--- config.mk ---
export PLATFORM = sky130hd
export DESIGN_NAME = fixed_frame_receive_parser_flat
export DESIGN_NICKNAME = d
export VERILOG_FILES = /design/src/sv/frp_pkg.sv /design/src/sv/frp_stream_if.sv /design/src/sv/frp_ctrl.sv /design/src/sv/frp_datapath.sv /design/src/sv/fixed_frame_receive_parser.sv /design/src/flat_wrapper.sv
export SDC_FILE = /design/constraint.sdc
export NUM_CORES = 1
export LEC_CHECK = 0
export BUFFER_PORTS_ARGS = -buffer_cell sky130_fd_sc_hd__buf_2
export CAP_MARGIN = 20
export CORE_MARGIN = 2
export CORE_UTILIZATION = 61
export DETAILED_ROUTE_END_ITERATION = 10
export GPL_TIMING_DRIVEN = 1
export PLACE_DENSITY_LB_ADDON = 0.3
export SLEW_MARGIN = 20
export SYNTH_ARGS = -nofsm -noshare
export SYNTH_HDL_FRONTEND = slang
export SYNTH_SLANG_ARGS = --single-unit
--- constraint.sdc ---
create_clock -name clk_i -period 2.3 [get_ports clk_i]
set_input_delay 0.23 -clock clk_i [delete_from_list [all_inputs] [get_ports clk_i]]
set_output_delay 0.23 -clock clk_i [all_outputs]
set_load 0.02 [all_outputs]
--- src/sv/frp_pkg.sv ---
// Shared types and constants of the fixed-length frame receive parser.
// Depends on nothing; every other file of the parser refers to it by scoped name.
package frp_pkg;

  // Field widths of the byte channels
  localparam int BYTE_W = 8;
  localparam int IDX_W  = 5;

  // Configuration register file
  localparam int CFG_IDX_W = 1;
  localparam int CFG_DAT_W = 8;
  localparam logic [CFG_IDX_W-1:0] REG_HEADER  = 1'b0;
  localparam logic [CFG_IDX_W-1:0] REG_TRAILER = 1'b1;
  localparam logic [CFG_DAT_W-1:0] HEADER_RST  = 8'hAA;
  localparam logic [CFG_DAT_W-1:0] TRAILER_RST = 8'h55;

  // Received byte item
  typedef struct packed {
    logic [BYTE_W-1:0] rx_byte;
  } rx_item_t;

  // Emitted payload item
  typedef struct packed {
    logic [BYTE_W-1:0] payload_byte;
    logic [IDX_W-1:0]  byte_index;
    logic              last_byte;
  } out_item_t;

  // Controller to datapath commands
  typedef struct packed {
    logic cnt_clr;  // restart the byte counter
    logic wr_en;    // store the received byte at the counter
    logic rd_en;    // read the store at the counter into the output register
  } dp_cmd_t;

  // Datapath to controller status
  typedef struct packed {
    logic hdr_match;  // received byte equals the header register
    logic trl_match;  // received byte equals the trailer register
    logic cnt_last;   // counter points at the final payload slot
    logic out_free;   // output register is empty or transfers this cycle
  } dp_sts_t;

endpackage

--- src/sv/frp_stream_if.sv ---
// Valid/ready stream channel used for received bytes and for payload results.
// Depends on frp_pkg for the default item type.
interface frp_stream_if #(
  parameter type T = frp_pkg::rx_item_t
);
  logic valid;
  logic ready;
  T     data;

  modport source (output valid, output data, input ready);
  modport sink   (input valid, input data, output ready);
endinterface

--- src/sv/frp_ctrl.sv ---
// Parser controller: hunt, collect, trailer check and emit sequencing.
// Depends on frp_pkg for the command and status structs.
module frp_ctrl (
  input  logic             clk_i,
  input  logic             rst_ni,
  input  logic             rx_valid_i,
  output logic             rx_ready_o,
  input  frp_pkg::dp_sts_t sts_i,
  output frp_pkg::dp_cmd_t cmd_o
);

  typedef enum logic [1:0] {
    ST_HUNT,
    ST_DATA,
    ST_TAIL,
    ST_EMIT
  } state_e;

  state_e state_q, state_d;
  logic   rx_xfer;

  // Stall the receive side only while the stored frame is read out
  assign rx_ready_o = (state_q != ST_EMIT);
  assign rx_xfer    = rx_valid_i && rx_ready_o;

  // Next state and datapath commands
  always_comb begin
    state_d       = state_q;
    cmd_o.cnt_clr = 1'b0;
    cmd_o.wr_en   = 1'b0;
    cmd_o.rd_en   = 1'b0;
    unique case (state_q)
      ST_HUNT: begin
        if (rx_xfer && sts_i.hdr_match) begin
          cmd_o.cnt_clr = 1'b1;
          state_d       = ST_DATA;
        end
      end
      ST_DATA: begin
        if (rx_xfer) begin
          cmd_o.wr_en = 1'b1;
          if (sts_i.cnt_last) state_d = ST_TAIL;
        end
      end
      ST_TAIL: begin
        // A wrong trailer drops the frame; a good one starts the read-out
        if (rx_xfer) begin
          if (sts_i.trl_match) begin
            cmd_o.cnt_clr = 1'b1;
            state_d       = ST_EMIT;
          end else begin
            state_d = ST_HUNT;
          end
        end
      end
      ST_EMIT: begin
        if (sts_i.out_free) begin
          cmd_o.rd_en = 1'b1;
          if (sts_i.cnt_last) state_d = ST_HUNT;
        end
      end
      default: state_d = ST_HUNT;
    endcase
  end

  // Hold state
  always_ff @(posedge clk_i or negedge rst_ni) begin
    if (!rst_ni) begin
      state_q <= ST_HUNT;
    end else begin
      state_q <= state_d;
    end
  end

endmodule

--- src/sv/frp_datapath.sv ---
// Parser datapath: configuration registers, byte counter, frame store and
// the output register. Depends on frp_pkg for item, command and status types.
module frp_datapath #(
  parameter int PAYLOAD_BYTES = 32
) (
  input  logic                              clk_i,
  input  logic                              rst_ni,
  input  logic                              cfg_we_i,
  input  logic [frp_pkg::CFG_IDX_W-1:0]     cfg_idx_i,
  input  logic [frp_pkg::CFG_DAT_W-1:0]     cfg_wdata_i,
  input  logic [frp_pkg::BYTE_W-1:0]        rx_byte_i,
  input  logic                              out_ready_i,
  output logic                              out_valid_o,
  output frp_pkg::out_item_t                out_item_o,
  input  frp_pkg::dp_cmd_t                  cmd_i,
  output frp_pkg::dp_sts_t                  sts_o
);

  localparam int AddrW = (PAYLOAD_BYTES > 1) ? $clog2(PAYLOAD_BYTES) : 1;
  localparam int IdxW  = frp_pkg::IDX_W;
  localparam logic [AddrW-1:0] LastAddr = AddrW'(PAYLOAD_BYTES - 1);

  logic [frp_pkg::CFG_DAT_W-1:0] header_q, trailer_q;
  logic [AddrW-1:0]              cnt_q;
  logic [frp_pkg::BYTE_W-1:0]    mem_q [PAYLOAD_BYTES];
  logic [frp_pkg::BYTE_W-1:0]    rd_data_q;
  logic [IdxW-1:0]               idx_q;
  logic                          last_q;
  logic                          out_valid_q;

  // Write configuration registers; unknown indexes fall through
  always_ff @(posedge clk_i or negedge rst_ni) begin
    if (!rst_ni) begin
      header_q  <= frp_pkg::HEADER_RST;
      trailer_q <= frp_pkg::TRAILER_RST;
    end else if (cfg_we_i) begin
      unique case (cfg_idx_i)
        frp_pkg::REG_HEADER:  header_q  <= cfg_wdata_i;
        frp_pkg::REG_TRAILER: trailer_q <= cfg_wdata_i;
        default: ;
      endcase
    end
  end

  // Advance the shared write/read counter
  always_ff @(posedge clk_i or negedge rst_ni) begin
    if (!rst_ni) begin
      cnt_q <= '0;
    end else if (cmd_i.cnt_clr) begin
      cnt_q <= '0;
    end else if (cmd_i.wr_en || cmd_i.rd_en) begin
      cnt_q <= cnt_q + AddrW'(1);
    end
  end

  // Frame store with registered read; the read register is the output payload
  always_ff @(posedge clk_i) begin
    if (cmd_i.wr_en) mem_q[cnt_q] <= rx_byte_i;
    if (cmd_i.rd_en) begin
      rd_data_q <= mem_q[cnt_q];
      idx_q     <= IdxW'(cnt_q);
      last_q    <= (cnt_q == LastAddr);
    end
  end

  // Hold the output until it transfers
  always_ff @(posedge clk_i or negedge rst_ni) begin
    if (!rst_ni) begin
      out_valid_q <= 1'b0;
    end else if (cmd_i.rd_en) begin
      out_valid_q <= 1'b1;
    end else if (out_ready_i) begin
      out_valid_q <= 1'b0;
    end
  end

  assign out_valid_o             = out_valid_q;
  assign out_item_o.payload_byte = rd_data_q;
  assign out_item_o.byte_index   = idx_q;
  assign out_item_o.last_byte    = last_q;

  // Status toward the controller
  assign sts_o.hdr_match = (rx_byte_i == header_q);
  assign sts_o.trl_match = (rx_byte_i == trailer_q);
  assign sts_o.cnt_last  = (cnt_q == LastAddr);
  assign sts_o.out_free  = !out_valid_q || out_ready_i;

endmodule

--- src/sv/fixed_frame_receive_parser.sv ---
// Top level of the fixed-length frame receive parser.
// Depends on frp_pkg, frp_stream_if, frp_ctrl and frp_datapath.
//
//   channel   dir  item            transfer when
//   rx_i      in   rx_byte         rx_i.valid && rx_i.ready
//   frame_o   out  payload_byte,   frame_o.valid && frame_o.ready
//                  byte_index,
//                  last_byte
//   cfg       in   header/trailer  cfg_we_i high
//
// A received byte is taken whenever rx_i.valid is high while hunting, collecting
// or checking the trailer. After a good trailer the frame store is read one
// entry per cycle, while frame_o is not stalled, through its single read port;
// rx_i.ready is low until the frame has drained. A stalled frame_o holds the
// read sequencer. Reset returns to hunting with header 0xAA and trailer 0x55;
// the frame store needs no clearing.
module fixed_frame_receive_parser #(
  parameter int PAYLOAD_BYTES = 32
) (
  input  logic                          clk_i,
  input  logic                          rst_ni,
  frp_stream_if.sink                    rx_i,
  frp_stream_if.source                  frame_o,
  input  logic                          cfg_we_i,
  input  logic [frp_pkg::CFG_IDX_W-1:0] cfg_idx_i,
  input  logic [frp_pkg::CFG_DAT_W-1:0] cfg_wdata_i
);

  frp_pkg::dp_cmd_t   cmd;
  frp_pkg::dp_sts_t   sts;
  frp_pkg::out_item_t out_item;

  frp_ctrl u_ctrl (
    .clk_i      (clk_i),
    .rst_ni     (rst_ni),
    .rx_valid_i (rx_i.valid),
    .rx_ready_o (rx_i.ready),
    .sts_i      (sts),
    .cmd_o      (cmd)
  );

  frp_datapath #(
    .PAYLOAD_BYTES (PAYLOAD_BYTES)
  ) u_datapath (
    .clk_i       (clk_i),
    .rst_ni      (rst_ni),
    .cfg_we_i    (cfg_we_i),
    .cfg_idx_i   (cfg_idx_i),
    .cfg_wdata_i (cfg_wdata_i),
    .rx_byte_i   (rx_i.data.rx_byte),
    .out_ready_i (frame_o.ready),
    .out_valid_o (frame_o.valid),
    .out_item_o  (out_item),
    .cmd_i       (cmd),
    .sts_o       (sts)
  );

  assign frame_o.data = out_item;

  // The receive side is closed whenever the store is being read out
  a_no_rx_during_read: assert property (@(posedge clk_i) disable iff (!rst_ni)
    cmd.rd_en |-> !rx_i.ready)
    else $error("byte accepted during frame read-out");

  // The store port never writes and reads in the same cycle
  a_no_wr_rd_overlap: assert property (@(posedge clk_i) disable iff (!rst_ni)
    !(cmd.wr_en && cmd.rd_en))
    else $error("frame store written and read together");

  // A read always lands in the output register on the next cycle
  a_read_gives_output: assert property (@(posedge clk_i) disable iff (!rst_ni)
    cmd.rd_en |=> frame_o.valid)
    else $error("read issued but no result presented");

endmodule

--- src/flat_wrapper.sv ---
// flat-port wrapper written by rule: the top's interface ports become plain ports
module fixed_frame_receive_parser_flat 
#(
  parameter int PAYLOAD_BYTES = 32
)
  (clk_i, rst_ni, cfg_we_i, cfg_idx_i, cfg_wdata_i, rx_i_valid, rx_i_data, rx_i_ready, frame_o_valid, frame_o_data, frame_o_ready);
  frp_stream_if #(.T(frp_pkg::rx_item_t)) rx_i_i ();
  frp_stream_if #(.T(frp_pkg::out_item_t)) frame_o_i ();
  input  logic clk_i;
  input  logic rst_ni;
  input  logic cfg_we_i;
  input  logic [frp_pkg::CFG_IDX_W-1:0] cfg_idx_i;
  input  logic [frp_pkg::CFG_DAT_W-1:0] cfg_wdata_i;
  input wire logic [$bits(rx_i_i.valid)-1:0] rx_i_valid;
  input wire logic [$bits(rx_i_i.data)-1:0] rx_i_data;
  output wire logic [$bits(rx_i_i.ready)-1:0] rx_i_ready;
  output wire logic [$bits(frame_o_i.valid)-1:0] frame_o_valid;
  output wire logic [$bits(frame_o_i.data)-1:0] frame_o_data;
  input wire logic [$bits(frame_o_i.ready)-1:0] frame_o_ready;
  assign rx_i_i.valid = rx_i_valid;
  assign rx_i_i.data = rx_i_data;
  assign rx_i_ready = rx_i_i.ready;
  assign frame_o_valid = frame_o_i.valid;
  assign frame_o_data = frame_o_i.data;
  assign frame_o_i.ready = frame_o_ready;
  fixed_frame_receive_parser #(.PAYLOAD_BYTES(PAYLOAD_BYTES)) u_core (.clk_i(clk_i), .rst_ni(rst_ni), .rx_i(rx_i_i), .frame_o(frame_o_i), .cfg_we_i(cfg_we_i), .cfg_idx_i(cfg_idx_i), .cfg_wdata_i(cfg_wdata_i));
endmodule
==> impl_metrics.ini <==
[synth]
ys_ff_latch = 294
synthesis.area_sq_um = 11510
synth.distinct_cells = 43
synthXorXnorAreaFrac_pct = 1.446
syn_inst = 563
synthSimpleGateAreaFrac_pct = 3.740
synth_compound_area_share_pct = 2.805
synthMuxAreaShare_pct = 14.27
yosysWarnings = 0
synthAdderAreaFrac_pct = 0.5437
syn-num-nets = 590
synth_sequential_area_ratio_pct = 75.76
synth_top_family_by_area = multiplexers
postSynthAreaPerCell_sq_um = 20.44

[layout]
areaGrowthSynthToFinish_pct = 16.64
layout.nets = 698
stdcell_count = 928
drive_above_1_share_pct = 33.48
final_util_pct = 72.24

[floorplan]
coreArea_sq_um = 18580
initial_core_util_pct = 61.93
die_h_um = 141.3
die_area_sq_um = 19980
rows = 50
io_pins = 38
die_w_um = 141.3

[global_routing]
grt_usage_pct = 25.59
grt_pass1_vias = 6109
grt_max_degree = 35
grt_first_pass_wirelength_um = 37510
antenna_found_initial = 2
grt_overflow_total = 0

[detailed_routing]
drc = 0
drtIter0Drc = 551
ant_nets = 0
wl_per_cell_um = 26.70
viasPerCell = 6.486
via_count = 6019
wl_um = 24780
firstDrtPassIters = 5

[critical_path]
startpoint = u_core.u_datapath.cnt_q[3]$_DFFE_PN0P_
cp-endpoint = u_core.u_datapath.rd_data_q[2]$_DFFE_PP_
r2r-start = u_core.u_datapath.cnt_q[3]$_DFFE_PN0P_
path_max_fanout = 15
rr_worst_depth = 3
critical_path_class = register to register
critical_path_arrival_ns = 2.59
required_ns = 2.69
start_kind = register
reg2reg_to = u_core.u_datapath.rd_data_q[2]$_DFFE_PP_
cp_slowest_stage_delay_ns = 0.97
reg2reg_slack_ns = 0.10
cp_cell_sequence = nor3b_1, a22oi_1, nand4_1
cp_slowest_cell = nor3b_1
end_kind = register

[sta]
finalHoldViolations = 0
fin_worst_skew_ns = 0.01584
fin_crit_sh_pct = 95.56
worstMarginPinSlew_ns = 1.139
slew_headroom_pct = 23.90
setup_ws_ns = 0.1022
setup_viol = 0
final.min_clock_period_ns = 2.198
timing.fmax_mhz = 455.0
maxSlewViolCount = 0

[cts]
cts_buffer_depth = 3
cts-buffers-inserted = 29
clock_latency_ns = 0.55
htreeDepth = 1
post_cts_buffers = 0
cts-root-buf = clkbuf_16
clk_pin_slew_ns = 0.06
cts_tree = built
cts_sinks = 294

[placed_design]
place_inst = 864
pre_cts_ws_ns = 0.04353
io_buffers = 37
place.gp.congestion = 0.8586
place_hpwl_um = 15160

[outcome]
outcome = finished clean

[pwr]
ir_drop_mv = 0.8832
p_leak_nw = 4.362
totalPowerFinal_mw = 11.43
power.density_nw_per_um2 = 851.4

[flow_run]
drv_cap = 0

[hold_path]
min_path_type = input port to register
Yosys cell counts:
cell type    n  area (sq um)
edfxtp_1   270          8108
mux4_2      64          1441
nor2_1      37         138.9
a22oi_1     32         240.2
xnor2_1     18         157.7
dfrtp_1     16         400.4
mux2_2      16         180.2
nand2_1     12         45.04
nand4_1     10         62.56
buf_2        9         45.04
dfstp_2      8         210.2
buf_1        7         26.28
clkbuf_1     6         22.52
nor3_1       6         30.03
ha_1         5         62.56
inv_1        5         18.77
buf_6        4         45.04
nand3_1      4         20.02
a211oi_1     2         15.01
and2_1       2         12.51
and3_1       2         12.51
and3b_1      2         17.52
mux2i_1      2         20.02
nand2b_1     2         12.51
nand3b_1     2         15.01
nor2b_1      2         12.51
or3_1        2         12.51
a211o_1      1         8.760
a21oi_1      1         5.000
a221oi_1     1         8.760
a31o_2       1         8.760
a32o_1       1         10.01
a32oi_1      1         8.760
buf_4        1         7.510
nor3_2       1         10.01
nor3b_1      1         7.510
nor4_1       1         6.260
o21ai_0      1         5.000
o21ai_1      1         5.000
o31ai_1      1         7.510
or2_2        1         6.260
or3b_2       1         8.760
xor2_1       1         8.760
sequential cells by signal (all words and copies together), names as in the netlist:
signal	flops
u_core.u_datapath.header_q	8
u_core.u_datapath.trailer_q	8
u_core.u_datapath.out_valid_o	1
u_core.u_datapath.cnt_q	5
u_core.u_ctrl.state_q	2
u_core.u_datapath.mem_q	256
u_core.u_datapath.rd_data_q	8
u_core.u_datapath.idx_q	5
u_core.u_datapath.last_q	1
worst max-delay path: cells and delay by family (launching register included):
kind / cells / cell delay, ns
and+or+nand+nor: 2 / 1.13
AOI/OAI and AO/OA: 1 / 0.24
DFF: 1 / 0.66
where the power goes:
| part | internal, mW | switching, mW | total [mW] |
|---|---|---|---|
| Combinational | 0.370 | 0.338 | 0.708 |
| Sequential | 5.90 | 0.0465 | 5.94 |
| Clock | 2.86 | 1.92 | 4.78 |
| Total | 9.13 | 2.30 | 11.4 |
per-layer routing:
layer  part of all wire (%)  up-vias  global-route usage (%)
met3                    7.7       58                   4.084
met2                     50      304                   41.80
li1                       -     2536                       -
met4                    2.7        0                   7.316
met1                     39     3121                   36.86
met5                      0        -                       0
layout make-up:
cell class,count,area [sq um]
Inverter,5,18.77
Timing Repair Buffer,104,779.5
Clock buffer,34,744.5
Antenna cell,1,2.502
Sequential cell,294,8723
Fill cell,1040,5159
Multi-Input combinational cell,237,2644
Clock inverter,19,216.5
Tap cell,234,292.8
how the worst min path moves through the flow:
stage | from | to | slack [ns] | depth (start not counted)
global placement | rst_ni | u_core.u_datapath.out_valid_o$_DFFE_PN0P_ | 0.23 | 1
global route | rx_i_data[2] | u_core.u_datapath.mem_q[6][2]$_DFFE_PP_ | 0.04 | 1
floorplan | rst_ni | u_core.u_ctrl.state_q[0]$_DFFE_PN0P_ | -0.07 | 0
finish | rx_i_data[2] | u_core.u_datapath.mem_q[6][2]$_DFFE_PP_ | 0.06 | 1
CTS | rx_i_data[2] | u_core.u_datapath.mem_q[6][2]$_DFFE_PP_ | 0.03 | 1
detailed placement | rst_ni | u_core.u_datapath.out_valid_o$_DFFE_PN0P_ | 0.24 | 1
placed cells by master (no fill, tap or decap), drive strengths merged, types with 2 or more instances in the layout:
| cell | n |
|---|---|
| mux2i | 2 |
| edfxtp | 270 |
| nand3 | 4 |
| nand2 | 12 |
| dfstp | 8 |
| nor2b | 2 |
| nor2 | 37 |
| nand4 | 10 |
| clkbuf | 34 |
| ha | 5 |
| nand3b | 2 |
| inv | 6 |
| nand2b | 2 |
| clkinv | 12 |
| o21ai | 2 |
| bufinv | 5 |
| mux2 | 16 |
| or3 | 2 |
| dfrtp | 16 |
| and3 | 2 |
| a22oi | 32 |
| xnor2 | 18 |
| nor3 | 7 |
| and2 | 2 |
| buf | 94 |
| mux4 | 64 |
| a211oi | 2 |
| dlygate4sd3 | 10 |
| and3b | 2 |
repair_timing:
| action | 4_1_cts | 5_1_grt |
|---|---|---|
| gates resized for setup | 0 | 5 |
| endpoints found under the setup margin | 0 | 3 |
| hold buffers | 10 | 0 |
| endpoints found under the hold margin | 33 | 0 |
logic make-up after synthesis:
| group | Yosys count |
|---|---|
| muxes | 82 |
| buffers and inverters | 32 |
| adders and majority gates | 5 |
| and+or+nand+nor | 88 |
| DFF | 294 |
| AOI/OAI and AO/OA | 43 |
| xor gates and xnor gates | 19 |
stage by stage:
step | hold slack [ns] | setup TNS (ns) | cell area (sq um)
floorplan | -0.06559 | 0 | 11510
global placement | 0.2324 | 0 | 12330
detailed placement | 0.2434 | 0 | 12330
CTS | 0.03485 | 0 | 13400
global route | 0.04022 | -0.03135 | 13420
finish | 0.05849 | 0 | 13420
No activity file was read; power rests on OpenSTA's default activity.
